## src/hw/rtl/qrs_pkg.sv

```systemverilog
`timescale 1ns / 1ps
package qrs_pkg;

  localparam int unsigned DataW    = 32;
  localparam int unsigned FracW    = 16;
  localparam int unsigned EpsW     = 16;
  localparam int unsigned RootW    = 24;            // floor(sqrt(2^31 * 2^16)) < 2^24
  localparam int unsigned RadW     = 2 * RootW;     // radicand bits, two consumed per step
  localparam int unsigned SqRemW   = RootW + 3;
  localparam int unsigned NbW      = DataW + 2;     // -b, exact
  localparam int unsigned NumW     = DataW + 3;     // -b +- sqrt, signed
  localparam int unsigned NumMagW  = DataW + 1;
  localparam int unsigned DivBits  = NumMagW + FracW - 1;
  localparam logic [EpsW-1:0] EpsReset = 16'd6;

  typedef enum logic [1:0] {
    ST_HIT      = 2'd0,
    ST_LOW_DISC = 2'd1,
    ST_NO_ROOT  = 2'd2,
    ST_ZERO_A   = 2'd3
  } status_e;

  typedef struct packed {
    status_e          status;   // meaningful when early is set
    logic             early;    // outcome fixed at decode
    logic             single;   // discriminant equals epsilon
    logic             a_neg;
    logic [DataW-1:0] a_mag;
  } ctl_t;

  typedef struct packed {
    ctl_t                   ctl;
    logic signed [NbW-1:0]  nb;
    logic [RadW-1:0]        rad;
    logic [SqRemW-1:0]      rem;
    logic [RootW-1:0]       root;
  } sq_t;

  typedef struct packed {
    logic               neg;
    logic [DataW-1:0]   rem;
    logic [DivBits-1:0] num;
    logic [DivBits-1:0] quo;
  } lane_t;

  typedef struct packed {
    ctl_t            ctl;
    lane_t [1:0]     lane;
  } div_t;

endpackage

```

## src/hw/rtl/qrs_div_stage.sv

```systemverilog
`timescale 1ns / 1ps
module qrs_div_stage (
  input  logic          clk_i,
  input  logic          rst_ni,
  input  logic          en_i,
  input  logic          valid_i,
  input  qrs_pkg::div_t data_i,
  output logic          valid_o,
  output qrs_pkg::div_t data_o
);
  import qrs_pkg::*;

  logic          valid_q;
  div_t          data_q, data_d;
  logic [DataW:0] rem_s [2];
  logic [DataW:0] diff [2];
  logic [1:0]     ge;

  // restoring division, one quotient bit per stage in both lanes
  always_comb begin
    data_d = data_i;
    for (int l = 0; l < 2; l++) begin
      rem_s[l] = {data_i.lane[l].rem, data_i.lane[l].num[DivBits-1]};
      diff[l]  = rem_s[l] - {1'b0, data_i.ctl.a_mag};
      ge[l]    = rem_s[l] >= {1'b0, data_i.ctl.a_mag};
      data_d.lane[l].rem = ge[l] ? diff[l][DataW-1:0] : rem_s[l][DataW-1:0];
      data_d.lane[l].num = {data_i.lane[l].num[DivBits-2:0], 1'b0};
      data_d.lane[l].quo = {data_i.lane[l].quo[DivBits-2:0], ge[l]};
    end
  end

  always_ff @(posedge clk_i or negedge rst_ni) begin
    if (!rst_ni) begin
      valid_q <= 1'b0;
    end else if (en_i) begin
      valid_q <= valid_i;
    end
  end

  always_ff @(posedge clk_i) begin
    if (en_i) begin
      data_q <= data_d;
    end
  end

  assign valid_o = valid_q;
  assign data_o  = data_q;
endmodule

```

## config.mk

```make
export PLATFORM = sky130hd
export DESIGN_NAME = qrs_div_stage
export DESIGN_NICKNAME = d
export VERILOG_FILES = /design/src/hw/rtl/qrs_pkg.sv /design/src/hw/rtl/qrs_div_stage.sv
export SDC_FILE = /design/constraint.sdc
export NUM_CORES = 1
export LEC_CHECK = 0
export ABC_AREA = 1
export BUFFER_PORTS_ARGS = -buffer_cell sky130_fd_sc_hd__buf_4
export CELL_PAD_IN_SITES_DETAIL_PLACEMENT = 1
export CELL_PAD_IN_SITES_GLOBAL_PLACEMENT = 2
export CORE_ASPECT_RATIO = 0.75
export CORE_UTILIZATION = 28
export CTS_CLUSTER_SIZE = 20
export DETAILED_ROUTE_END_ITERATION = 16
export PLACE_DENSITY_LB_ADDON = 0.3
export SYNTH_ARGS = -nofsm -noshare
export SYNTH_HDL_FRONTEND = slang
export SYNTH_SLANG_ARGS = --single-unit
export TNS_END_PERCENT = 5
```

## constraint.sdc

```tcl
create_clock -name clk_i -period 0.81 [get_ports clk_i]
set_input_delay 0 -clock clk_i [delete_from_list [all_inputs] [get_ports clk_i]]
set_output_delay 0 -clock clk_i [all_outputs]
set_load 0.005 [all_outputs]
```

; ---- Word-level counts from Yosys, hierarchy flattened
; Cells that the tools add are included.
[op_classes]
add_sub_neg = 2
order_cmp = 2
n_mux = 2
[ops]
columns = cell, n
row1 = >= comparator 33 x 32 -> 1 bit, 2
row2 = 2-to-1 mux 32 bit, 2
row3 = subtractor 32 bit, 2
[word_totals]
reg_bits = 294
output_inout_bits = 296
word_cells = 20

; ---- Longest topological paths before layout
[depth]
word_depth = 2
depth_mapped = 16

; ---- Worst setup path after synthesis
; No wires, ideal clock.
[synth_timing]
kind = input -> register
start = input data_i[260] in the netlist's numbering
end = register data_q (netlist bit data_o[247]) (data pin)
setup_time_ns = 0.252
arrival_ns = 1.359
setup_slack_ns = -0.801
cell_stages = 16
cell_sequence = inv_1 > ha_1 > buf_2 > nand2_1 > nand2_1 > nand2_1 > nand3b_4 > nand2_2 > nand2_4 > nand2_2 > nand2_2 > nand2_4 > nand2_8 > buf_8 > nand2_1 > nand2_1
[synth_rtl]
columns = element, line
row1 = start: declaration, qrs_div_stage.sv:7  ; input qrs_pkg::div_t data_i,
row2 = end signal: assignment, qrs_div_stage.sv:42  ; data_q <= data_d;
row3 = end: declaration, qrs_div_stage.sv:14  ; div_t data_q, data_d;

==> results.md <==
- Reg2Reg Depth: 1
- Synth top area share: 58.60%
- Tmin final: between 1.5 and 2 ns
- Netlist Area Pre-Place: around 15000 µm²
- Final hold vios: 0
- Worst slew pin tran: between 0.5 and 0.6 ns
- Nature of the critical path startpoint: input port
- Setup slack after layout: -0.7248 ns
- DP HPWL: 55.02 mm
- Origin of the critical flop-to-flop path: valid_o
- Critical-path top delay cell: ha_4
- Die ar.: 54560 µm²
- Antenna-violating nets left: 0
- Row Count: 73
- Switch Pwr: around 15 mW
- Worst path required time: 1.11 ns
- First-pass GRT wire length: around 110 mm
- Post-Place Setup Slack: -1.410 ns
- Gr usage total: about 28%
- Pwr Total: just under 50 mW
- H-tree Lvls: 2
- Total of flip-flops plus latches after synthesis: 294
- Critical path peak fanout: 4
- Failing checks: setup timing
- Share of cells above drive strength 1: 45.52%
- Class of the most critical setup path: input port to register
- Port buffer count: 590
- Area contributors post-synth: edfxtp_1, nand2_1, inv_1, ha_1, nand3_1
- Root buffer cell: clkbuf_16
- Vias in the first global route: 17023
- DR iter-0 viols: 944
- Crit path launch: data_i[283]
- Setup-failing EPs final: 360
- Async SR Flop Fraction: 0.3401%
- Pwr dens: roughly 1700 nW/µm²
- Outcome: finished, violations left
- Layout Utilization: a little under three fifths
- Synth area leader: edfxtp_1
- Int Pwr: 34.77 mW
- Most used DFF post-synth: edfxtp_1
- Worst VDD drop: 1509 µV
- Fin. max-slew vios: 0
- Worst skew pair latency: approximately 0.54 ns
- Slowest stage delay, CP: 0.33 ns
- Die X: 269.4 µm
- CP Capture Type: register
- Num CTS Buffers: 34
- Maximum clock insertion buffer count: 3
- Cell mode on critical path: nand2_1
- Seq pwr share: between 30 and 40%
- Synth-to-layout area growth: 97.00%
- I/O pin total: 595
- Gate Count Post-Synth: 1592
- Top-count cell post-synth: nand2_1
- Fin Setup TNS: -123.74 ns
- Final net count: 3186
- Hold Crit Start: data_i[258]
- Clock Skew: 0 ns
- DR WL/cell: ~23 µm
- Sw Share: 29.65%
- Synth warn: 0
- Worst EP arrival: 1.83 ns
- Initial Util: 28.34%
- DR vias: 16018
- Period utilization: 189.5%
- LEAKAGE: 14.01 nW
- CTS sink cnt: between 200 and 300
- Seq/Total Area, Yosys: roughly 59%
- Layout fillers: 5847
- Combinational Power Share: about 30%
- Buf+Inv Stages, Crit Path: 5
- EDFF count, synth: 293
- RSZ-0062 raised after global routing: true
- Synth Area per Inst: between 9 and 10 µm²
- Worst-path clk slew: ~0.060 ns
- MaxCap Viol Count: 0
- Largest net degree at the start of global routing: 28
- Worst-path cell chain: buf_6 -> clkinvlp_4 -> ha_4 -> nand2_1 -> buf_4 -> nor2_1 -> inv_1 -> buf_4 -> nor3_1 -> nand2_1 -> nand2_1 -> nand2_1 -> nand3_2 -> nand2_1
- Core area: 52980 µm²
- CP Depth: 14
- DIE HEIGHT: around 200 µm
- CTS tree: yes
- Clock Power Share: a little under a third
- CP delay by family, top: simple AND/OR/NAND/NOR gates
- Vias per cell: 4.497
- WL final: 80.73 mm
- Top cells by count, synth: nand2_1, edfxtp_1, inv_1
- Slew headroom: just over 60%
- Grt ovf: 0
- Maximum clock frequency: about 650 MHz
- Hold slack: 0.02017 ns
- DRC violations left: 0
- Netlist cell types: 35
- Gpl congestion: 0.9006
- HP Class: input port to register
- WHS Path Cells: 5
- Drt pass-1 iters: 5
- Initial antenna violation count: 8
==> timing repair <==
action,CTS,global route
endpoints found under the setup margin,360,559
resized for setup,191,358
setup buffers,10,14
endpoints found under the hold margin,318,1
gates cloned,7,4
hold buffers,311,1
pin swaps,27,60
==> state kept, by name, summed over array words and instances, names as in the netlist <==
signal / cells
data_o: 293
valid_o: 1
==> worst min-delay path: stages <==
cell,delay (ns)
buf_4,0.11
ha_1,0.15
inv_1,0.05
nand2_2,0.05
nand2_1,0.04
==> placed cells by master (no fill, tap or decap), drive strengths merged <==
cell type / synthesis / final
o21bai: 3 / 3
buf: 21 / 893
fa: 2 / 2
ha: 64 / 64
nor3: 17 / 17
xor2: 26 / 26
a21o: 1 / 1
nand4: 4 / 4
o21ai: 3 / 3
a21oi: 37 / 37
clkinv: 0 / 17
and2: 9 / 9
dfrtp: 1 / 1
xnor2: 2 / 2
and3: 1 / 1
nand3b: 13 / 13
nand2: 594 / 598
clkbuf: 0 / 42
clkinvlp: 0 / 13
dlygate4sd3: 0 / 299
mux2: 1 / 1
conb: 1 / 2
bufinv: 0 / 2
edfxtp: 293 / 293
nor2: 88 / 88
inv: 282 / 274
dlymetal6s4s: 0 / 13
nand3: 129 / 129
diode: 0 / 3
==> worst paths after layout <==
| check | slack, ns | to |
|---|---|---|
| setup reg to reg | 0.05 | valid_o |
| hold reg to reg | 0.55 | valid_o |
| setup / recovery | -0.72 | data_o[123] |
| hold / removal | 0.02 | data_o[225] |
| min in group asynchronous | 0.29 | valid_o |
| max in group asynchronous | 0.41 | valid_o |
==> final cells by class <==
class / count / area (µm²) / area share (%)
Inverter: 282 / 1106 / 3.740
Sequential cell: 294 / 8823 / 29.83
Clock inverter: 24 / 186.4 / 0.6303
Tap cell: 712 / 890.9 / 3.012
Antenna cell: 3 / 7.507 / 0.02538
Timing Repair Buffer: 1209 / 11000 / 37.18
Multi-Input combinational cell: 1000 / 6700 / 22.65
Clock buffer: 38 / 865.8 / 2.927
==> per-layer routing <==
layer  global-route usage [%]  vias to the layer above  routed length, µm  part of all wire [%]
li1                         -                     7584                  -                     -
met5                        0                        -                 46                 0.057
met4                    9.010                        8               2528                   3.1
met1                    35.44                     7841              34230                    42
met2                    47.96                      458              39740                    49
met3                    5.500                      127               4188                   5.2
==> metrics by stage <==
step | instances | cell area, µm²
finish | 3562 | 29580
global route | 3562 | 29580
CTS | 3542 | 28000
detailed placement | 3152 | 22780
global placement | 3152 | 22780
floorplan | 1593 | 15300
==> power groups by stage <==
| stage | combinational [mW] | sequential [mW] | clock (mW) |
|---|---|---|---|
| finish | 14.9 | 19.3 | 15.2 |
| global route | 15.9 | 19.4 | 16.0 |
| CTS | 13.4 | 19.1 | 15.5 |
| detailed placement | 11.2 | 19.3 | 0 |
| global placement | 11.0 | 19.3 | 0 |
| floorplan | 3.79 | 19.4 | 0 |
==> cell families after synthesis <==
| group | after synthesis | share of synthesized area (%) |
|---|---|---|
| simple gates | 855 | 24.25 |
| buf+inv | 303 | 8.109 |
| flops | 294 | 58.77 |
| fa+ha+maj | 66 | 5.600 |
| compound gates | 44 | 1.533 |
| xor+xnor | 28 | 1.634 |
| other cells | 1 | 0.02498 |
| mux | 1 | 0.07500 |
Note: power is estimated with default switching activity, not from simulation.
