$ cat src/hw/rtl/qrs_pkg.sv
`timescale 1ns / 1ps
package qrs_pkg;

  localparam int unsigned DataW    = 32;
  localparam int unsigned FracW    = 16;
  localparam int unsigned EpsW     = 16;
  localparam int unsigned RootW    = 24;            // floor(sqrt(2^31 * 2^16)) < 2^24
  localparam int unsigned RadW     = 2 * RootW;     // radicand bits, two consumed per step
  localparam int unsigned SqRemW   = RootW + 3;
  localparam int unsigned NbW      = DataW + 2;     // -b, exact
  localparam int unsigned NumW     = DataW + 3;     // -b +- sqrt, signed
  localparam int unsigned NumMagW  = DataW + 1;
  localparam int unsigned DivBits  = NumMagW + FracW - 1;
  localparam logic [EpsW-1:0] EpsReset = 16'd6;

  typedef enum logic [1:0] {
    ST_HIT      = 2'd0,
    ST_LOW_DISC = 2'd1,
    ST_NO_ROOT  = 2'd2,
    ST_ZERO_A   = 2'd3
  } status_e;

  typedef struct packed {
    status_e          status;   // meaningful when early is set
    logic             early;    // outcome fixed at decode
    logic             single;   // discriminant equals epsilon
    logic             a_neg;
    logic [DataW-1:0] a_mag;
  } ctl_t;

  typedef struct packed {
    ctl_t                   ctl;
    logic signed [NbW-1:0]  nb;
    logic [RadW-1:0]        rad;
    logic [SqRemW-1:0]      rem;
    logic [RootW-1:0]       root;
  } sq_t;

  typedef struct packed {
    logic               neg;
    logic [DataW-1:0]   rem;
    logic [DivBits-1:0] num;
    logic [DivBits-1:0] quo;
  } lane_t;

  typedef struct packed {
    ctl_t            ctl;
    lane_t [1:0]     lane;
  } div_t;

endpackage

$ cat src/hw/rtl/qrs_select.sv
`timescale 1ns / 1ps
module qrs_select (
  input  logic                        clk_i,
  input  logic                        rst_ni,
  input  logic                        en_i,
  input  logic                        valid_i,
  input  qrs_pkg::div_t               data_i,
  input  logic [qrs_pkg::EpsW-1:0]    eps_i,
  output logic                        valid_o,
  output logic [qrs_pkg::DataW-1:0]   distance_o,
  output qrs_pkg::status_e            status_o
);
  import qrs_pkg::*;

  logic             valid_q;
  ctl_t             ctl_q;
  logic [DataW-1:0] k1_q, k2_q, k1_d, k2_d;
  logic signed [DataW-1:0] k1s, k2s, eps_s;
  logic             ok1, ok2;

  function automatic logic [DataW-1:0] sat(input logic neg, input logic [DivBits-1:0] q);
    logic [DivBits-1:0] lim;
    logic [DivBits-1:0] qs;
    lim = neg ? (DivBits'(1) << (DataW - 1)) : ((DivBits'(1) << (DataW - 1)) - DivBits'(1));
    qs  = (q > lim) ? lim : q;
    return neg ? (DataW'(0) - qs[DataW-1:0]) : qs[DataW-1:0];
  endfunction

  always_comb begin
    k1_d = sat(data_i.lane[0].neg ^ data_i.ctl.a_neg, data_i.lane[0].quo);
    k2_d = sat(data_i.lane[1].neg ^ data_i.ctl.a_neg, data_i.lane[1].quo);
  end

  always_ff @(posedge clk_i or negedge rst_ni) begin
    if (!rst_ni) begin
      valid_q <= 1'b0;
    end else if (en_i) begin
      valid_q <= valid_i;
    end
  end

  always_ff @(posedge clk_i) begin
    if (en_i) begin
      ctl_q <= data_i.ctl;
      k1_q  <= k1_d;
      k2_q  <= k2_d;
    end
  end

  // pass early outcomes; a single root is taken without the epsilon test, else the nearest root strictly above epsilon
  always_comb begin
    k1s   = $signed(k1_q);
    k2s   = $signed(k2_q);
    eps_s = $signed({{(DataW-EpsW){1'b0}}, eps_i});
    ok1   = k1s > eps_s;
    ok2   = k2s > eps_s;
    distance_o = '0;
    status_o   = ST_HIT;
    if (ctl_q.early) begin
      status_o = ctl_q.status;
    end else if (ctl_q.single) begin
      distance_o = k1_q;
    end else if (ok1 && ok2) begin
      distance_o = (k1s < k2s) ? k1_q : k2_q;
    end else if (ok1) begin
      distance_o = k1_q;
    end else if (ok2) begin
      distance_o = k2_q;
    end else begin
      status_o = ST_NO_ROOT;
    end
  end

  assign valid_o = valid_q;
endmodule

$ cat config.mk
export PLATFORM = sky130hd
export DESIGN_NAME = qrs_select
export DESIGN_NICKNAME = d
export VERILOG_FILES = /design/src/hw/rtl/qrs_pkg.sv /design/src/hw/rtl/qrs_select.sv
export SDC_FILE = /design/constraint.sdc
export NUM_CORES = 1
export LEC_CHECK = 0
export BUFFER_PORTS_ARGS = -buffer_cell sky130_fd_sc_hd__buf_4
export CAP_MARGIN = 20
export CORE_MARGIN = 8
export CORE_UTILIZATION = 30
export CTS_CLUSTER_DIAMETER = 80
export DETAILED_ROUTE_END_ITERATION = 6
export PLACE_DENSITY_LB_ADDON = 0.08
export SYNTH_ARGS = -nofsm -noshare
export SYNTH_HDL_FRONTEND = slang
export SYNTH_SLANG_ARGS = --single-unit
$ cat constraint.sdc
create_clock -name clk_i -period 4.2 [get_ports clk_i]
set_input_delay 0.21 -clock clk_i [delete_from_list [all_inputs] [get_ports clk_i]]
set_output_delay 0.21 -clock clk_i [all_outputs]
set_load 0.005 [all_outputs]
Word level (Yosys, flattened, before mapping)

Index checks and enable logic that the tools add are counted.
W data, S select, Z words.

Output and inout bits: 35
Latch bits: 0
Flip-flop bits (word level): 69
Bits in read-only memories: 0
Bits in writable memories: 0
Memories kept: 0

Reduce and logical (&&, ||, !) cells: 1
Multiply operators: 0
Equal/unequal tests: 0
Divide/modulo/power cells: 0
$add $sub $neg: 2
Mux-type cells: 17
$lt $le $gt $ge: 5
Shift operators: 0
Bitwise logic cells: 2

Operators by type and width:

| kind                    | count |
|---|---|
| $mux W32                | 12 |
| $gt A48 B32 Y1          | 2 |
| $gt A32 B17 Y1          | 2 |
| $sub A1 B32 Y32 const A | 2 |
| $lt A32 B32 Y1          | 1 |
| $mux W2                 | 5 |
| $xor A1 B1 Y1           | 2 |
| $logic_and A1 B1 Y1     | 1 |

Longest topological paths before layout

Depth in word-level cells: 6
Mapped depth: 24

Worst setup path after synthesis

No wires, ideal clock.

Path type: in2reg
From: input data_i[290] in the netlist's numbering
To: register k2_q[30], data pin
Data required time: 3930 ps
Setup time: 270 ps
Data arrival time: 5376 ps
Cell stages on the path: 23
Setup slack: -1446 ps
Path buffers: 5
Cell sequence: xnor2_2 > inv_1 > clkbuf_1 > clkbuf_1 > ha_1 > nor4bb_1 > mux2i_1 > a211o_1 > a2111o_1 > or3_1 > o21ai_0 > buf_2 > buf_2 > nor2_1 > a21oi_1 > ha_1 > buf_1 > nand2_1 > nor4_1 > nand4_1 > o41ai_1 > xor2_1 > a21oi_1

Word-level cells in the longest chain between the ends: 6

Ends and longest elaborated chain:

| item                 | line             | RTL |
|---|---|---|
| from (decl)          | qrs_select.sv:7  | `input qrs_pkg::div_t data_i,` |
| $xor A1 B1 Y1 *      | qrs_select.sv:31 | `k2_d = sat(data_i.lane[1].neg ^ data_i.ctl.a_neg, data_i.lane[1].quo);` |
| $mux W32             | qrs_select.sv:24 | `lim = neg ? (DivBits'(1) << (DataW - 1)) : ((DivBits'(1) << (DataW - 1)) - DivBits'(1));` |
| $gt A48 B32 Y1       | qrs_select.sv:25 | `qs = (q > lim) ? lim : q;` |
| $mux W32             | qrs_select.sv:25 |  |
| $sub A1 B32 Y32      | qrs_select.sv:26 | `return neg ? (DataW'(0) - qs[DataW-1:0]) : qs[DataW-1:0];` |
| $mux W32 *           | qrs_select.sv:26 |  |
| named net k2_d[30]   | qrs_select.sv:17 | `logic [DataW-1:0] k1_q, k2_q, k1_d, k2_d;` |
| to (signal assigned) | qrs_select.sv:46 | `k2_q <= k2_d;` |
| to (decl)            | qrs_select.sv:17 |  |

Mark *: on every way through the listed nets, which the timed path passes. The rest lies on a longest branch.
A chain may end at the register's enable or synchronous reset.

Worst setup path in the final report

From: input data_i[128] in the netlist's numbering
To: register k1_q[30], data pin

Word-level cells in the longest chain between the ends: 6

Ends and longest elaborated chain:

| item                 | line             | RTL |
|---|---|---|
| $xor A1 B1 Y1 *      | qrs_select.sv:30 | `k1_d = sat(data_i.lane[0].neg ^ data_i.ctl.a_neg, data_i.lane[0].quo);` |
| $mux W32             | qrs_select.sv:24 |  |
| $gt A48 B32 Y1       | qrs_select.sv:25 |  |
| $mux W32             | qrs_select.sv:25 |  |
| $sub A1 B32 Y32      | qrs_select.sv:26 |  |
| $mux W32 *           | qrs_select.sv:26 |  |
| named net k1_d[30]   | qrs_select.sv:17 |  |
| to (signal assigned) | qrs_select.sv:45 | `k1_q <= k1_d;` |
| to (decl)            | qrs_select.sv:17 |  |

Marks and branches as above.

==> impl_metrics.py <==
metrics = {
    "synthesis": {
        "synth_top_family_by_area": "compound AO/OA/AOI/OAI gates",
        "synth_compound_area_share_pct": 24.8,
        "syn_area_sq_um": 7530,
        "synth_cells": 888,
        "ys_async_sr_fraction_pct": 1.45,
        "syn-num-nets": 1298,
        "synth.yosys.seq_area_share_pct": 27.4,
        "synth_fa_ha_area_share_pct": 15.8,
        "yosys_warnings": 0,
        "ys.flop_type": "edfxtp_1",
        "ys_types": 72,
        "synth_xor_area_share_pct": 3.12,
        "synthMuxAreaShare_pct": 1.64,
        "synth-simple-area-share_pct": 21.5,
        "syn_avg_cell_area_sq_um": 8.48,
        "synth_edf_count": 68,
        "ys_ff_latch": 69,
    },
    "global_route": {
        "gr-total-overflow": 0,
        "grt_pass1_wl_um": 40600,
        "antenna_found_initial": 0,
        "grt_use_total_pct": 16.4,
        "grt_max_degree": 70,
        "grt_pass1_vias": 7409,
    },
    "sta": {
        "fmax_mhz": 251,
        "hold_viol_final": 0,
        "period_share_pct": 94.9,
        "rsz0062_at_grt": "true",
        "slew_headroom_pct": 40.0,
        "min_period_ns": 3.99,
        "report.final.slew_viol_count": 0,
        "setup_viol": 0,
        "hold_slack_ns": 0.0592,
        "skew_ns": 0,
        "tightest_slew_ns": 0.901,
        "worst_slack_ns": 0.213,
    },
    "hold_path": {
        "hp-class": "primary input to flop",
    },
    "power_and_ir_drop": {
        "switchingPower_uw": 874,
        "power-per-cell-area_nw_per_um2": 270,
        "peakVddDrop_mv": 0.157,
        "pwr-share-comb_pct": 37.9,
        "intPower_mw": 1.79,
        "power_frac_seq_pct": 34.8,
        "switching_share_pct": 32.8,
        "p_clk_share_pct": 27.4,
        "p_leak_nw": 4.13,
    },
    "die": {
        "fp.dieW_um": 174,
        "rows": 58,
        "ios": 350,
        "die_h_um": 174,
        "dieArea_sq_um": 30400,
        "coreArea_sq_um": 24900,
        "start_util_pct": 30.3,
    },
    "routing": {
        "drt-pass1-iter-count": 5,
        "num_vias": 7455,
        "drt_iter0_markers": 432,
        "postRouteAntennaNets": 0,
        "routedWlPerCell_um": 18.1,
        "drc": 0,
        "vias_per_cell": 5.35,
        "wirelength_um": 25200,
    },
    "cells_and_area": {
        "syn_to_final_growth_pct": 30.9,
        "mostFrequentLayoutCell": "buf_4",
        "layout-drive-gt1-share_pct": 26.2,
        "nets": 1469,
        "n_antenna_cell": 0,
        "layout_common_cells": "204 x buf_4, 88 x ha_1, 86 x a21oi_1",
        "design_area_sq_um": 9850,
    },
    "critical_path": {
        "cpMostUsedCell": "buf_4",
        "crit_buf_inv": 3,
        "setup.worst_path.start": "data_i[128]",
        "crit_type": "primary input to flop",
        "crit_chain": "buf_4 > xnor2_4 > inv_6 > buf_4 > ha_4 > or4bb_1 > mux2i_1 > o2111ai_2 > nor4_2 > a311oi_2 > nand2_1 > nor2_4 > a21oi_2 > ha_2 > nor3b_2 > nand3_1 > or4_4 > o41ai_4 > xnor2_1 > a21oi_1",
        "cp.required_ns": 4.27,
        "crit_end": "k1_q[30]",
        "arrival_ns": 4.06,
        "r2r_start": "valid_o",
        "crit_family": "simple AND/OR/NAND/NOR gates",
        "worstReg2RegEnd": "valid_o",
        "reg2reg_depth": 1,
        "r2r_slack_ns": 3.46,
        "start_kind": "primary input",
        "cp_slowest_cell": "or4_4",
        "max_stage_delay_ns": 0.49,
        "cp.depth": 20,
        "cp-end-kind": "flop",
        "crit_fanout": 13,
    },
    "clock_network": {
        "clk_path_buf_depth": 2,
        "clk_pin_slew_worst_paths_ns": 0.06,
        "cts-htree-levels": 3,
        "clk_latency_ns": 0.33,
        "tritoncts": "done",
        "ctsRootBufferMaster": "clkbuf_16",
        "cts.sinks": 69,
        "cts_buffers": 9,
    },
    "placed_design": {
        "hpwl_um": 20500,
        "io_buffers": 157,
        "place_ws_ns": -0.211,
        "place.gp.congestion": 0.830,
        "place_area_sq_um": 9500,
    },
    "run_status": {
        "status": "finished clean",
    },
    "run": {
        "maxCapViolations": 0,
    },
}
-- power groups by stage --
stage,clock (mW),sequential (mW),combinational (mW)
final,0.728,0.925,1.01
after global routing,0.779,0.935,1.14
after CTS,0.750,0.928,1.01
after detailed placement,0,0.942,0.997
after global placement,0,0.942,0.998
after floorplan,0,0.901,0.597
-- Yosys cell counts (all sizes together) (19+ instances only) --
cell / n / area share, %
ha: 95 / 16
a21oi: 90 / 6.0
edfxtp: 68 / 27
nor2: 67 / 3.3
inv: 63 / 3.1
nand2: 56 / 2.8
o21ai: 50 / 3.3
nor3: 40 / 2.7
a22o: 31 / 3.6
clkbuf: 31 / 1.5
nand4: 21 / 1.7
nor4: 21 / 1.7
nand3: 19 / 1.3
-- through the flow --
step / std cells / power [mW] / utilization, % / TNS, ns
final: 1394 / 2.66 / 39.6 / 0
after global placement: 1377 / 1.94 / 38.2 / -1.56
after CTS: 1394 / 2.68 / 39.3 / 0
after global routing: 1394 / 2.86 / 39.6 / -0.00889
after detailed placement: 1377 / 1.94 / 38.2 / -1.66
after floorplan: 888 / 1.50 / - / -2.16
-- metal layers --
layer	part of all wire [%]	routed length [um]	vias to the layer above	track usage, %
met3	4.0	1010	10	3.12
met1	49	12400	3511	23.1
met5	0	0	-	0
met4	0.44	111	0	2.39
li1	-	-	3781	-
met2	46	11600	153	25.9
-- state kept, by name, indices dropped and copies added, names as in the netlist --
signal / flops
ctl_q: 4
k2_q: 32
k1_q: 32
valid_o: 1
-- worst min-delay path by stage --
stage,start,endpoint,slack [ns],cells after the start
after CTS,data_i[291],ctl_q[33],0.05,1
after global routing,data_i[292],ctl_q[34],0.04,1
after global placement,rst_ni,valid_o,-0.01,1
after floorplan,rst_ni,valid_o,-0.09,0
after detailed placement,rst_ni,valid_o,-0.01,1
final,data_i[292],ctl_q[34],0.06,1
-- kinds of logic (layout without fill, tap and decap cells) --
group | Yosys count | count (layout)
DFF | 69 | 69
buffers and inverters | 108 | 284
and+or+nand+nor | 299 | 299
muxes | 12 | 12
AOI/OAI and AO/OA | 279 | 279
adders and majority gates | 95 | 95
xor gates and xnor gates | 26 | 26
-- area by class of cell --
cell class,instances,area (sq um)
fill,2581,15000
multi-input combinational,711,5300
sequential,69,2070
timing repair buffer,205,1540
tap,330,413
inverter,63,244
clock buffer,11,233
clock inverter,5,52.6
-- what timing repair did --
item                                   CTS  global route
setup endpoints to repair                0            26
gates resized for setup                  0            18
hold buffers                             1             0
setup buffers                            0             0
endpoints found under the hold margin    1             0
Note: power is estimated with default switching activity, not from simulation.
