[config.mk]
export PLATFORM = sky130hd
export DESIGN_NAME = qrs_sqrt_stage
export DESIGN_NICKNAME = d
export VERILOG_FILES = /design/src/hw/rtl/qrs_pkg.sv /design/src/hw/rtl/qrs_sqrt_stage.sv
export SDC_FILE = /design/constraint.sdc
export NUM_CORES = 1
export LEC_CHECK = 0
export BUFFER_PORTS_ARGS = -buffer_cell sky130_fd_sc_hd__buf_2
export CAP_MARGIN = 15
export CORE_ASPECT_RATIO = 1.1
export CORE_MARGIN = 2
export CORE_UTILIZATION = 35
export DETAILED_ROUTE_END_ITERATION = 6
export GPL_TIMING_DRIVEN = 0
export PLACE_DENSITY = 0.67
export SLEW_MARGIN = 20
export SYNTH_ARGS = -nofsm -noshare
export SYNTH_HDL_FRONTEND = slang
export SYNTH_SLANG_ARGS = --single-unit
export TNS_END_PERCENT = 100
[constraint.sdc]
create_clock -name clk_i -period 1.05 [get_ports clk_i]
set_clock_uncertainty 0.05 [all_clocks]
set_input_delay 0.105 -clock clk_i [delete_from_list [all_inputs] [get_ports clk_i]]
set_output_delay 0.105 -clock clk_i [all_outputs]
set_load 0.01 [all_outputs]
[src/hw/rtl/qrs_pkg.sv]
`timescale 1ns / 1ps
package qrs_pkg;

  localparam int unsigned DataW    = 32;
  localparam int unsigned FracW    = 16;
  localparam int unsigned EpsW     = 16;
  localparam int unsigned RootW    = 24;            // floor(sqrt(2^31 * 2^16)) < 2^24
  localparam int unsigned RadW     = 2 * RootW;     // radicand bits, two consumed per step
  localparam int unsigned SqRemW   = RootW + 3;
  localparam int unsigned NbW      = DataW + 2;     // -b, exact
  localparam int unsigned NumW     = DataW + 3;     // -b +- sqrt, signed
  localparam int unsigned NumMagW  = DataW + 1;
  localparam int unsigned DivBits  = NumMagW + FracW - 1;
  localparam logic [EpsW-1:0] EpsReset = 16'd6;

  typedef enum logic [1:0] {
    ST_HIT      = 2'd0,
    ST_LOW_DISC = 2'd1,
    ST_NO_ROOT  = 2'd2,
    ST_ZERO_A   = 2'd3
  } status_e;

  typedef struct packed {
    status_e          status;   // meaningful when early is set
    logic             early;    // outcome fixed at decode
    logic             single;   // discriminant equals epsilon
    logic             a_neg;
    logic [DataW-1:0] a_mag;
  } ctl_t;

  typedef struct packed {
    ctl_t                   ctl;
    logic signed [NbW-1:0]  nb;
    logic [RadW-1:0]        rad;
    logic [SqRemW-1:0]      rem;
    logic [RootW-1:0]       root;
  } sq_t;

  typedef struct packed {
    logic               neg;
    logic [DataW-1:0]   rem;
    logic [DivBits-1:0] num;
    logic [DivBits-1:0] quo;
  } lane_t;

  typedef struct packed {
    ctl_t            ctl;
    lane_t [1:0]     lane;
  } div_t;

endpackage

[src/hw/rtl/qrs_sqrt_stage.sv]
`timescale 1ns / 1ps
module qrs_sqrt_stage (
  input  logic          clk_i,
  input  logic          rst_ni,
  input  logic          en_i,
  input  logic          valid_i,
  input  qrs_pkg::sq_t  data_i,
  output logic          valid_o,
  output qrs_pkg::sq_t  data_o
);
  import qrs_pkg::*;

  logic              valid_q;
  sq_t               data_q, data_d;
  logic [SqRemW-1:0] rem_s, trial;
  logic              ge;

  // one result bit per stage
  always_comb begin
    rem_s  = {data_i.rem[SqRemW-3:0], data_i.rad[RadW-1 -: 2]};
    trial  = {1'b0, data_i.root, 2'b01};
    ge     = rem_s >= trial;
    data_d = data_i;
    data_d.rad  = {data_i.rad[RadW-3:0], 2'b00};
    data_d.rem  = ge ? rem_s - trial : rem_s;
    data_d.root = {data_i.root[RootW-2:0], ge};
  end

  always_ff @(posedge clk_i or negedge rst_ni) begin
    if (!rst_ni) begin
      valid_q <= 1'b0;
    end else if (en_i) begin
      valid_q <= valid_i;
    end
  end

  always_ff @(posedge clk_i) begin
    if (en_i) begin
      data_q <= data_d;
    end
  end

  assign valid_o = valid_q;
  assign data_o  = data_q;
endmodule

; Word level (Yosys, flattened, before mapping)
; Cells that the tools add are included.
[totals]
rom_bits = 0
elab_cells = 13
mem_count = 0
out_inout_bits = 171
ramBits = 0
inputBits = 174
latchBits = 0
register_bits = 169
[classes]
n_reduce_logical = 0
n_div = 0
bitwise = 0
order_cmp = 1
n_addsub = 1
muxes = 1
n_mul = 0
eq_ne = 0
shifts = 0
[ops]
columns = cell, count
row1 = >= comparator 27 x 26 -> 1 bit, 1
row2 = 2-to-1 mux 27 bit, 1
row3 = subtractor 27 x 26 -> 27 bit, 1

; Logic depth before layout (Yosys ltp)
; Gate-level depths: netlist of run 1.
[logic_depth]
ltp_word = 2
ltp_mapped = 12
ltp_nobuf = 9

; Worst setup path after synthesis of run 1
; Ideal clock, no wire load.
[synth_path]
kind = input port to flip-flop
startpoint = input port data_i[22] (netlist bit)
endpoint = register data_q, in the netlist data_o[32] (data pin)
t_arrival_ps = 1956
cell_stages = 10
t_required_ps = 738
setup_time_ps = 262
slack_ps = -1219
n_path_buf = 2
cell_sequence = inv_1 -> ha_1 -> buf_2 -> a21o_1 -> a211o_1 -> a41oi_1 -> o21ai_0 -> a31oi_4 -> buf_6 -> mux2_1
[synth_rtl]
columns = element, line
row1 = start: declaration, qrs_sqrt_stage.sv:7  ; input qrs_pkg::sq_t data_i,
row2 = end signal: assignment, qrs_sqrt_stage.sv:39  ; data_q <= data_d;
row3 = end: declaration, qrs_sqrt_stage.sv:14  ; sq_t data_q, data_d;

==> results of run 1 <==
## critical path, cell delays in order
cell	delay, ps
buf_2	90
inv_1	140
ha_4	250
a211o_1	320
a41oi_2	200
o21ai_2	110
a31oi_4	270
buf_8	200
mux2_4	300
## flip-flops by register name (all words and copies together) (netlist names)
name and flops:
data_o 168, valid_o 1
## per-layer routing
layer  track usage  routed length, µm  vias up
met1         0.244               9080     2930
met4         0.104                979        0
met3        0.0686               1900       50
met2         0.412              13500      252
li1              -                  -     2847
met5             0                  0        -
## stage by stage
| step | setup slack, ps | std cells | power, mW |
|---|---|---|---|
| after global routing | -851 | 1272 | 19.2 |
| after floorplan | -1090 | 456 | 9.81 |
| after detailed placement | -1680 | 1044 | 11.3 |
| after global placement | -2470 | 1043 | 11.2 |
| after CTS | -797 | 1265 | 18.3 |
| final | -809 | 1275 | 18.5 |
## cells in the mapped netlist, types with 2 or more instances
master / number / share of area
edfxtp_1: 168 / 0.73
nand2_1: 43 / 0.023
o21ai_0: 41 / 0.030
inv_1: 29 / 0.016
ha_1: 26 / 0.047
a21oi_1: 21 / 0.015
nor2_1: 15 / 0.0082
xor2_1: 11 / 0.014
xnor2_1: 10 / 0.013
buf_2: 7 / 0.0051
a21o_1: 6 / 0.0065
nand4_1: 5 / 0.0045
nand3_1: 4 / 0.0029
nor2b_1: 4 / 0.0036
o21a_1: 4 / 0.0044
or3_1: 4 / 0.0036
a41oi_1: 3 / 0.0038
clkbuf_1: 3 / 0.0016
nor3_1: 3 / 0.0022
o211ai_1: 3 / 0.0033
a221oi_1: 2 / 0.0025
a22oi_1: 2 / 0.0022
and2_1: 2 / 0.0018
and3_1: 2 / 0.0018
and4_1: 2 / 0.0025
buf_4: 2 / 0.0022
nor4_1: 2 / 0.0018
o21ai_1: 2 / 0.0015
## what timing repair did
item,CTS,global route
pin swaps,26,15
hold buffers,169,0
endpoints found under the hold margin,168,0
cloned,2,0
endpoints found under the setup margin,197,293
buffers inserted,23,5
resized for setup,83,75
## cell type report
| type | instances | area (µm²) | area share |
|---|---|---|---|
| Clock buffer | 17 | 425 | 0.0349 |
| Sequential cell | 169 | 5070 | 0.416 |
| Buffer | 8 | 78.8 | 0.00647 |
| Timing Repair Buffer | 539 | 3850 | 0.316 |
| Inverter | 29 | 131 | 0.0108 |
| Clock inverter | 15 | 151 | 0.0124 |
| Multi-Input combinational cell | 245 | 2160 | 0.177 |
| Tap cell | 247 | 309 | 0.0254 |
| Antenna cell | 6 | 15.0 | 0.00123 |
## cell families after synthesis
logic type	Yosys count	synth area share
xor gates and xnor gates	21	0.0267
DFF	169	0.736
adders and majority gates	26	0.0472
AOI/OAI and AO/OA	102	0.0962
other	1	0.000544
buffers and inverters	42	0.0263
muxes	3	0.00472
and+or+nand+nor	91	0.0625
## power by group
group	switching (mW)	total (mW)	internal, mW
logic	1.99	3.97	1.98
registers	0.178	8.32	8.14
clock network	3.02	6.19	3.17
## final timing paths
kind                         endpoint  slack, ps       start
setup reg to reg              valid_o        250     valid_o
setup / recovery           data_o[32]       -810  data_i[23]
hold / removal             data_o[25]         30  data_i[98]
min in group asynchronous     valid_o        500      rst_ni
max in group asynchronous     valid_o        340      rst_ni
hold reg to reg               valid_o        470     valid_o
==> impl_metrics.json, run 1 <==
{
  "detail_route.drc_violations": 0,
  "finalSetupViolations": 197,
  "power_per_cell_area_nw_per_um2": 1520,
  "ctsHtreeMaxLevel": 4,
  "timing.final.crit_share": 1.77,
  "final_core_utilization": 0.634,
  "via_density_per_instance": 4.77,
  "synthArstFlopShare": 0.00592,
  "start_util": 0.358,
  "detail_route.iter0.violations": 284,
  "synth_flop_cell": "edfxtp_1",
  "grt_first_pass_wirelength_um": 34400,
  "tightest_slew_ps": 507,
  "most-common-layout-cells": "buf_2, dlygate4sd3_1, edfxtp_1, nand2_1, buf_4",
  "totalNegativeSetupSlack_ps": -28400,
  "numCtsBuffers": 17,
  "fillers": 1471,
  "irDropWorstVdd_mv": 1.14,
  "max_freq_mhz": 538,
  "area.growth.synth_to_final_pct": 76.8,
  "crit_path_start_kind": "input pin",
  "syn_inst": 455,
  "drtAntennaViolNets": 0,
  "all_layer_gr_usage": 0.228,
  "die_area_um2": 20800,
  "worst_hold_path.num_cells": 3,
  "clk_pin_slew_worst_paths_ps": 70,
  "tritoncts": "built",
  "grt-ovfl-total": 0,
  "clock_sinks": 169,
  "mostFrequentLayoutCell": "buf_2",
  "fp.dieH_um": 151,
  "numPortBuffers": 340,
  "grt_setup_unrepaired": "yes",
  "worstSkewPairLatency_ps": 420,
  "max_slew_margin": 0.658,
  "die_width_um": 138,
  "synth-edff-count": 168,
  "final_layout_size_suffix_gt1_frac": 0.491,
  "fin_hold_ws_ps": 27.4,
  "endpoint_kind": "register",
  "number_of_antenna_violations_at_the_first_check_in_global_routing": 4,
  "routed_wirelength_um": 25400,
  "yosysWarnings": 0,
  "root_buffer": "clkbuf_16",
  "detail_route.first_pass.iterations": 4,
  "placementRows": 53,
  "timing.final.hold_violations": 0,
  "violations_in_the_final_reports": "setup timing",
  "synth.cell_area_um2": 6890,
  "crit_path_max_fanout": 6,
  "setup.worst_path.class": "in2reg",
  "yosysUniqueCellTypes": 57,
  "timing_max_transition_violations_final": 0,
  "grt_max_degree": 97,
  "timing.final.crit_period_ps": 1860,
  "dpl.hpwl_um": 16400,
  "floorplan.io_pins": 345,
  "final_standard_cell_area_without_fillers_um2": 12200,
  "drv.max_cap_violation_count": 0,
  "worstPathArrival_ps": 1990,
  "syn_area_per_cell_um2": 15.1,
  "timing.critical_path.required_ps": 1180,
  "placement.cell_area_um2": 9090,
  "core-area_um2": 19200,
  "detailroute.via_count": 6079,
  "finalWeightedCongestion": 0.865,
  "rr_worst_depth": 1,
  "clock_tree.buffer_depth": 2,
  "hold_removal_path_class": "in2reg",
  "synth_sequential_area_ratio": 0.736,
  "fin_ws_ps": -809,
  "final_net_count": 1209,
  "wl_per_cell_um": 19.9,
  "run_status": "finished with violations",
  "power.static_leakage_nw": 5.15,
  "number_of_global_route_vias_before_repair": 6164,
  "synth-seq-cells": 169
}
No activity file was read; power rests on OpenSTA's default activity.
==> run 2: changes to the inputs <==
--- a/config.mk
+++ b/config.mk
@@ -13,6 +13,7 @@
 export DETAILED_ROUTE_END_ITERATION = 6
 export GPL_TIMING_DRIVEN = 0
 export PLACE_DENSITY = 0.67
+export RECOVER_POWER = 25
 export SLEW_MARGIN = 20
 export SYNTH_ARGS = -nofsm -noshare
 export SYNTH_HDL_FRONTEND = slang
==> impl_metrics.json, run 2 (synthesized netlist as in run 1, its figures left out) <==
{
  "finalWeightedCongestion": 0.865,
  "critical_path.top_delay_family": "compound AO/OA/AOI/OAI gates",
  "placementRows": 53,
  "wl_per_cell_um": 20.0,
  "worstPathCellList": "buf_2 -> inv_1 -> ha_4 -> a211o_1 -> a41oi_2 -> o21ai_2 -> a31oi_4 -> buf_8 -> mux2_4",
  "critPathBufInv": 3,
  "timing.final.crit_period_ps": 1860,
  "grt_max_degree": 97,
  "number_of_antenna_violations_at_the_first_check_in_global_routing": 4,
  "worstPathArrival_ps": 1990,
  "die_area_um2": 20800,
  "start_util": 0.358,
  "timing.critical_path.required_ps": 1180,
  "worstSkewPairLatency_ps": 420,
  "drtAntennaViolNets": 0,
  "numCtsBuffers": 17,
  "grtUsageMet3": 0.0686,
  "largest_reg_flops": 168,
  "most-common-layout-cells": "buf_2, dlygate4sd3_1, edfxtp_1, nand2_1, buf_4",
  "totalNegativeSetupSlack_ps": -65700,
  "violations_in_the_final_reports": "setup timing",
  "crit_path_start_kind": "input pin",
  "routed_wirelength_um": 25400,
  "max_freq_mhz": 538,
  "p_int_mw": 13.3,
  "power.static_leakage_nw": 5.14,
  "fin_ws_ps": -808,
  "all_layer_gr_usage": 0.228,
  "clk_pin_slew_worst_paths_ps": 70,
  "final_cell_count_no_fill": 1274,
  "worst_hold_path.num_cells": 3,
  "timing.final.hold_violations": 0,
  "ctsHtreeMaxLevel": 4,
  "p_sw_frac": 0.281,
  "fp.dieH_um": 151,
  "tritoncts": "built",
  "finalSetupViolations": 294,
  "hold_removal_path_class": "in2reg",
  "max_slew_margin": 0.280,
  "clock_sinks": 169,
  "power_frac_clock": 0.335,
  "final_layout_size_suffix_gt1_frac": 0.491,
  "top_usage_layer": "met2",
  "comb_power_share": 0.215,
  "timing.critical_path.slowest_cell_delay_ps": 320,
  "setup.worst_path.class": "in2reg",
  "final_net_count": 1209,
  "power_switching_mw": 5.19,
  "timing_max_transition_violations_final": 0,
  "critical_path_s_slowest_cell": "a211o_1",
  "crit-reg2reg-launch": "valid_o",
  "detailroute.via_count": 6094,
  "run_status": "finished with violations",
  "detail_route.iter0.violations": 287,
  "via_density_per_instance": 4.78,
  "placement.cell_area_um2": 9090,
  "grt_first_pass_wirelength_um": 34400,
  "holdCritStartpoint": "data_i[98]",
  "crit_path_max_fanout": 6,
  "tightest_slew_ps": 1080,
  "numPortBuffers": 340,
  "worstSetupPathDepth": 9,
  "detail_route.drc_violations": 0,
  "endpoint_kind": "register",
  "power_per_cell_area_nw_per_um2": 1520,
  "total_power_mw": 18.5,
  "drv.max_cap_violation_count": 0,
  "grt_setup_unrepaired": "yes",
  "root_buffer": "clkbuf_16",
  "rr_worst_depth": 1,
  "number_of_global_route_vias_before_repair": 6164,
  "irDropWorstVdd_mv": 1.13,
  "grt-ovfl-total": 0,
  "area.growth.synth_to_final_pct": 76.6,
  "final_standard_cell_area_without_fillers_um2": 12200,
  "die_width_um": 138,
  "mostFrequentLayoutCell": "buf_2",
  "core-area_um2": 19200,
  "setup_crit_start": "data_i[23]",
  "timing.final.crit_share": 1.77,
  "detail_route.first_pass.iterations": 4,
  "grtUsageMet1": 0.244,
  "floorplan.io_pins": 345,
  "dpl.hpwl_um": 16400,
  "grt_use_met2": 0.412,
  "clock_tree.buffer_depth": 2,
  "placed_cells_incl_taps": 1044,
  "seq_power_share": 0.450
}
[run 2: cell types whose count changed in the layout (fill, tap and decap cells not counted), sizes merged]
cell,previous run,this run
clkbuf,17,18
buf,378,377
diode,6,5
[run 2: worst paths after layout]
kind | to | slack [ps]
worst max register to register | valid_o | 250
min in group asynchronous | valid_o | 500
worst min register to register | valid_o | 470
max in group asynchronous | valid_o | 340
worst max-delay path | data_o[32] | -810
worst min-delay path | data_o[25] | 30
[run 2: final cells by class]
cell class	count	area, µm²
Antenna cell	5	12.5
Buffer	8	78.8
Multi-Input combinational cell	245	2160
Clock inverter	15	151
Clock buffer	17	425
Inverter	29	131
Tap cell	247	309
Sequential cell	169	5070
Fill cell	1474	7060
Timing Repair Buffer	539	3830
[run 2: timing repair]
action | 4_1_cts | 5_1_grt
endpoints found under the hold margin | 168 | 0
hold buffers | 169 | 0
gates resized for setup | 83 | 75
gates cloned | 2 | 0
setup endpoints to repair | 197 | 293
pin swaps | 26 | 15
setup buffers | 23 | 5
[run 2: worst min-delay path, stage by stage]
cell and delay (ps):
buf_2 90, inv_1 60, mux2i_1 120
[run 2: metrics by stage]
step                      utilization  setup WS, ps  hold WS, ps
after CTS                       0.617          -797         13.1
final                           0.633          -808         27.7
after global placement          0.471         -2470         -169
after floorplan                     -         -1090         -241
after detailed placement        0.473         -1680         -167
after global routing            0.633          -851         24.4
[run 2: per-layer routing]
layer  vias to the layer above  wire (µm)
li1                       2843          -
met1                      2952       9110
met2                       247      13500
met3                        52       1850
met4                         0       1020
met5                         -          0
[run 2: power groups by stage]
stage | logic [mW] | clock network (mW) | registers [mW]
final | 3.97 | 6.19 | 8.32
after global routing | 4.22 | 6.60 | 8.37
after CTS | 3.70 | 6.33 | 8.28
after detailed placement | 2.83 | 0 | 8.42
after global placement | 2.77 | 0 | 8.44
after floorplan | 1.02 | 0 | 8.79
==> run 3: changes to the inputs <==
--- a/config.mk
+++ b/config.mk
@@ -5,14 +5,16 @@
 export SDC_FILE = /design/constraint.sdc
 export NUM_CORES = 1
 export LEC_CHECK = 0
-export BUFFER_PORTS_ARGS = -buffer_cell sky130_fd_sc_hd__buf_2
 export CAP_MARGIN = 15
+export CELL_PAD_IN_SITES_DETAIL_PLACEMENT = 2
+export CELL_PAD_IN_SITES_GLOBAL_PLACEMENT = 2
 export CORE_ASPECT_RATIO = 1.1
 export CORE_MARGIN = 2
 export CORE_UTILIZATION = 35
 export DETAILED_ROUTE_END_ITERATION = 6
+export DONT_BUFFER_PORTS = 1
 export GPL_TIMING_DRIVEN = 0
-export PLACE_DENSITY = 0.67
+export PLACE_DENSITY = 0.74
 export RECOVER_POWER = 25
 export SLEW_MARGIN = 20
 export SYNTH_ARGS = -nofsm -noshare
==> impl_metrics.json, run 3 <==
{
  "synth.largest_area_cell": "edfxtp_1",
  "synth-seq-cells": 169,
  "yosysUniqueCellTypes": 57,
  "count_leader_synth": "edfxtp_1",
  "synth.cell_area_um2": 6890,
  "placement.cell_area_um2": 7350,
  "netlist_top_cells_area": "edfxtp_1, ha_1, o21ai_0, nand2_1, inv_1",
  "placed_cells_incl_taps": 703,
  "pre_cts_slack_ps": -1660,
  "syn_inst": 455,
  "cts-resized-gates": 72,
  "numCtsBuffers": 17,
  "stage_where_the_flow_stopped": "clock tree synthesis",
  "ctsHtreeMaxLevel": 4,
  "root_buffer": "clkbuf_16",
  "numPortBuffers": 0,
  "synth-edff-count": 168,
  "run_status": "did not finish",
  "finalWeightedCongestion": 0.806,
  "placementRows": 53,
  "synth_flop_cell": "edfxtp_1",
  "postCtsHoldBufs": 151,
  "clock_sinks": 169,
  "syn_area_per_cell_um2": 15.1,
  "synth_sequential_area_ratio": 0.736,
  "fp.dieH_um": 151,
  "clock_tree.buffer_depth": 2,
  "die_width_um": 138,
  "synth_commonest_cells": "edfxtp_1, nand2_1, o21ai_0",
  "dpl.hpwl_um": 19000,
  "tool.error": "[ERROR RSZ-0060] Max buffer count reached.",
  "post-cts-setup-buffer-count": 19,
  "synthArstFlopShare": 0.00592,
  "synth.top_cell.area_share": 0.732,
  "yosysWarnings": 0,
  "floorplan.io_pins": 345,
  "start_util": 0.358
}
==> run 3: cell families after synthesis <==
kind of cell,share of synthesized area
xor+xnor,0.0267
mux,0.00472
fa+ha+maj,0.0472
simple gates,0.0625
compound gates,0.0962
flops,0.736
other cells,0.000544
buf+inv,0.0263
==> run 3: through the flow <==
stage | hold WS [ps] | setup TNS [ps]
floorplan | -241 | -27500
global placement | -241 | -39010
detailed placement | -241 | -41600
==> run 4: changes to the inputs <==
--- a/config.mk
+++ b/config.mk
@@ -6,15 +6,12 @@
 export NUM_CORES = 1
 export LEC_CHECK = 0
 export CAP_MARGIN = 15
-export CELL_PAD_IN_SITES_DETAIL_PLACEMENT = 2
-export CELL_PAD_IN_SITES_GLOBAL_PLACEMENT = 2
-export CORE_ASPECT_RATIO = 1.1
 export CORE_MARGIN = 2
-export CORE_UTILIZATION = 35
+export CORE_UTILIZATION = 20
 export DETAILED_ROUTE_END_ITERATION = 6
 export DONT_BUFFER_PORTS = 1
 export GPL_TIMING_DRIVEN = 0
-export PLACE_DENSITY = 0.74
+export PLACE_DENSITY_LB_ADDON = 0.15
 export RECOVER_POWER = 25
 export SLEW_MARGIN = 20
 export SYNTH_ARGS = -nofsm -noshare
==> impl_metrics.json, run 4 (synthesized netlist as in run 1, its figures left out) <==
{
  "run_status": "finished with violations",
  "violations_in_the_final_reports": "hold timing, setup timing",
  "all_layer_gr_usage": 0.124,
  "number_of_global_route_vias_before_repair": 4867,
  "numCtsBuffers": 17,
  "root_buffer": "clkbuf_16",
  "dpl.hpwl_um": 16100,
  "finalSetupViolations": 47,
  "grt_setup_unrepaired": "yes",
  "crit_path_max_fanout": 6,
  "fin_ws_ps": -732,
  "worstSkewPairLatency_ps": 430,
  "critical_path_s_slowest_cell": "or3b_4",
  "max_freq_mhz": 561,
  "placed_cells_incl_taps": 904,
  "clock_tree.buffer_depth": 2,
  "tightest_slew_ps": 657,
  "area.growth.synth_to_final_pct": 51.8,
  "timing.final.crit_share": 1.70,
  "critPathBufInv": 2,
  "grt_first_pass_wirelength_um": 31900,
  "power_per_cell_area_nw_per_um2": 1640,
  "start_util": 0.204,
  "diodes": 0,
  "via_density_per_instance": 4.11,
  "drv.max_cap_violation_count": 0,
  "timing.critical_path.required_ps": 1190,
  "worstPathCellList": "inv_8 -> ha_4 -> and4_4 -> or3b_4 -> o211ai_4 -> a31oi_4 -> buf_8 -> mux2_4",
  "timing_max_transition_violations_final": 0,
  "grt_max_degree": 170,
  "irDropWorstVdd_mv": 1.08,
  "clk_pin_slew_worst_paths_ps": 70,
  "number_of_antenna_violations_at_the_first_check_in_global_routing": 0,
  "grt-ovfl-total": 0,
  "core-area_um2": 33700,
  "crit_path_start_kind": "input pin",
  "postCtsHoldBufs": 171,
  "final_layout_size_suffix_gt1_frac": 0.217,
  "clock_sinks": 169,
  "final_net_count": 861,
  "numPortBuffers": 0,
  "power.static_leakage_nw": 3.73,
  "die_area_um2": 36000,
  "tritoncts": "built",
  "timing.critical_path.slowest_cell_delay_ps": 380,
  "routed_wirelength_um": 23000,
  "detail_route.first_pass.iterations": 4,
  "detail_route.drc_violations": 0,
  "detailroute.via_count": 4611,
  "final_cell_count_no_fill": 1122,
  "drtAntennaViolNets": 0,
  "detail_route.iter0.violations": 190,
  "floorplan.io_pins": 345,
  "worstPathArrival_ps": 1920,
  "mostFrequentLayoutCell": "dlygate4sd3_1",
  "timing.final.crit_period_ps": 1780,
  "fin_hold_ws_ps": -272,
  "ctsHtreeMaxLevel": 4,
  "finalWeightedCongestion": 0.756,
  "reg2reg_setup_slack_ps": 190,
  "endpoint_kind": "register",
  "wl_per_cell_um": 20.5,
  "hold_removal_path_class": "in2reg",
  "critical_path.top_delay_family": "simple AND/OR/NAND/NOR gates",
  "die_width_um": 190,
  "setup.worst_path.class": "in2reg",
  "most-common-layout-cells": "dlygate4sd3_1, edfxtp_1, nand2_1, inv_1, buf_4",
  "max_slew_margin": 0.562,
  "fp.dieH_um": 190,
  "timing.final.hold_violations": 30,
  "placementRows": 67,
  "largest_reg_flops": 168
}
-- run 4: worst paths after layout --
path,start,end,depth (start not counted)
setup / recovery,data_i[11],data_o[32],8
min in group asynchronous,rst_ni,valid_o,2
hold / removal,en_i,data_o[19],0
setup reg to reg,valid_o,valid_o,1
max in group asynchronous,rst_ni,valid_o,2
hold reg to reg,valid_o,valid_o,1
-- run 4: layer usage --
layer	global-route usage	share of wire
met3	0.0400	0.074
met5	0	0
met2	0.235	0.54
met1	0.127	0.37
met4	0.0444	0.016
-- run 4: layout make-up --
class                   instances  area [µm²]
multi-input cells             245        2150
plain buffers                   7        76.3
flip-flops and latches        169        5070
clock buffers                  17         425
repair buffers                192        1910
clock inverters                15         128
well taps                     448         561
fillers                      3388       23200
inverters                      29         139
-- run 4: what timing repair did --
| action | in CTS | in global routing |
|---|---|---|
| cloned | 2 | 0 |
| resized for setup | 66 | 56 |
| endpoints found under the hold margin | 337 | 169 |
| setup endpoints to repair | 164 | 185 |
| buffers inserted | 17 | 3 |
| pin swaps | 19 | 23 |
-- run 4: metrics by stage --
| stage | setup TNS [ps] | power, mW | utilization | setup WS, ps | instance area [µm²] |
|---|---|---|---|---|---|
| floorplan | -27500 | 9.81 | - | -1090 | 7040 |
| global placement | -41160 | 10.4 | 0.226 | -1630 | 7600 |
| detailed placement | -40560 | 10.4 | 0.226 | -1650 | 7600 |
| CTS | -22000 | 17.4 | 0.305 | -730 | 10300 |
| global route | -22790 | 18.0 | 0.310 | -759 | 10500 |
| finish | -18330 | 17.2 | 0.310 | -732 | 10500 |
-- run 4: report_power, final --
part	total (mW)	leakage [nW]	switching (mW)	internal (mW)
sequential	8.84	1.66	0.647	8.19
combinational	2.33	1.80	1.07	1.26
clock	6.00	0.271	2.74	3.26
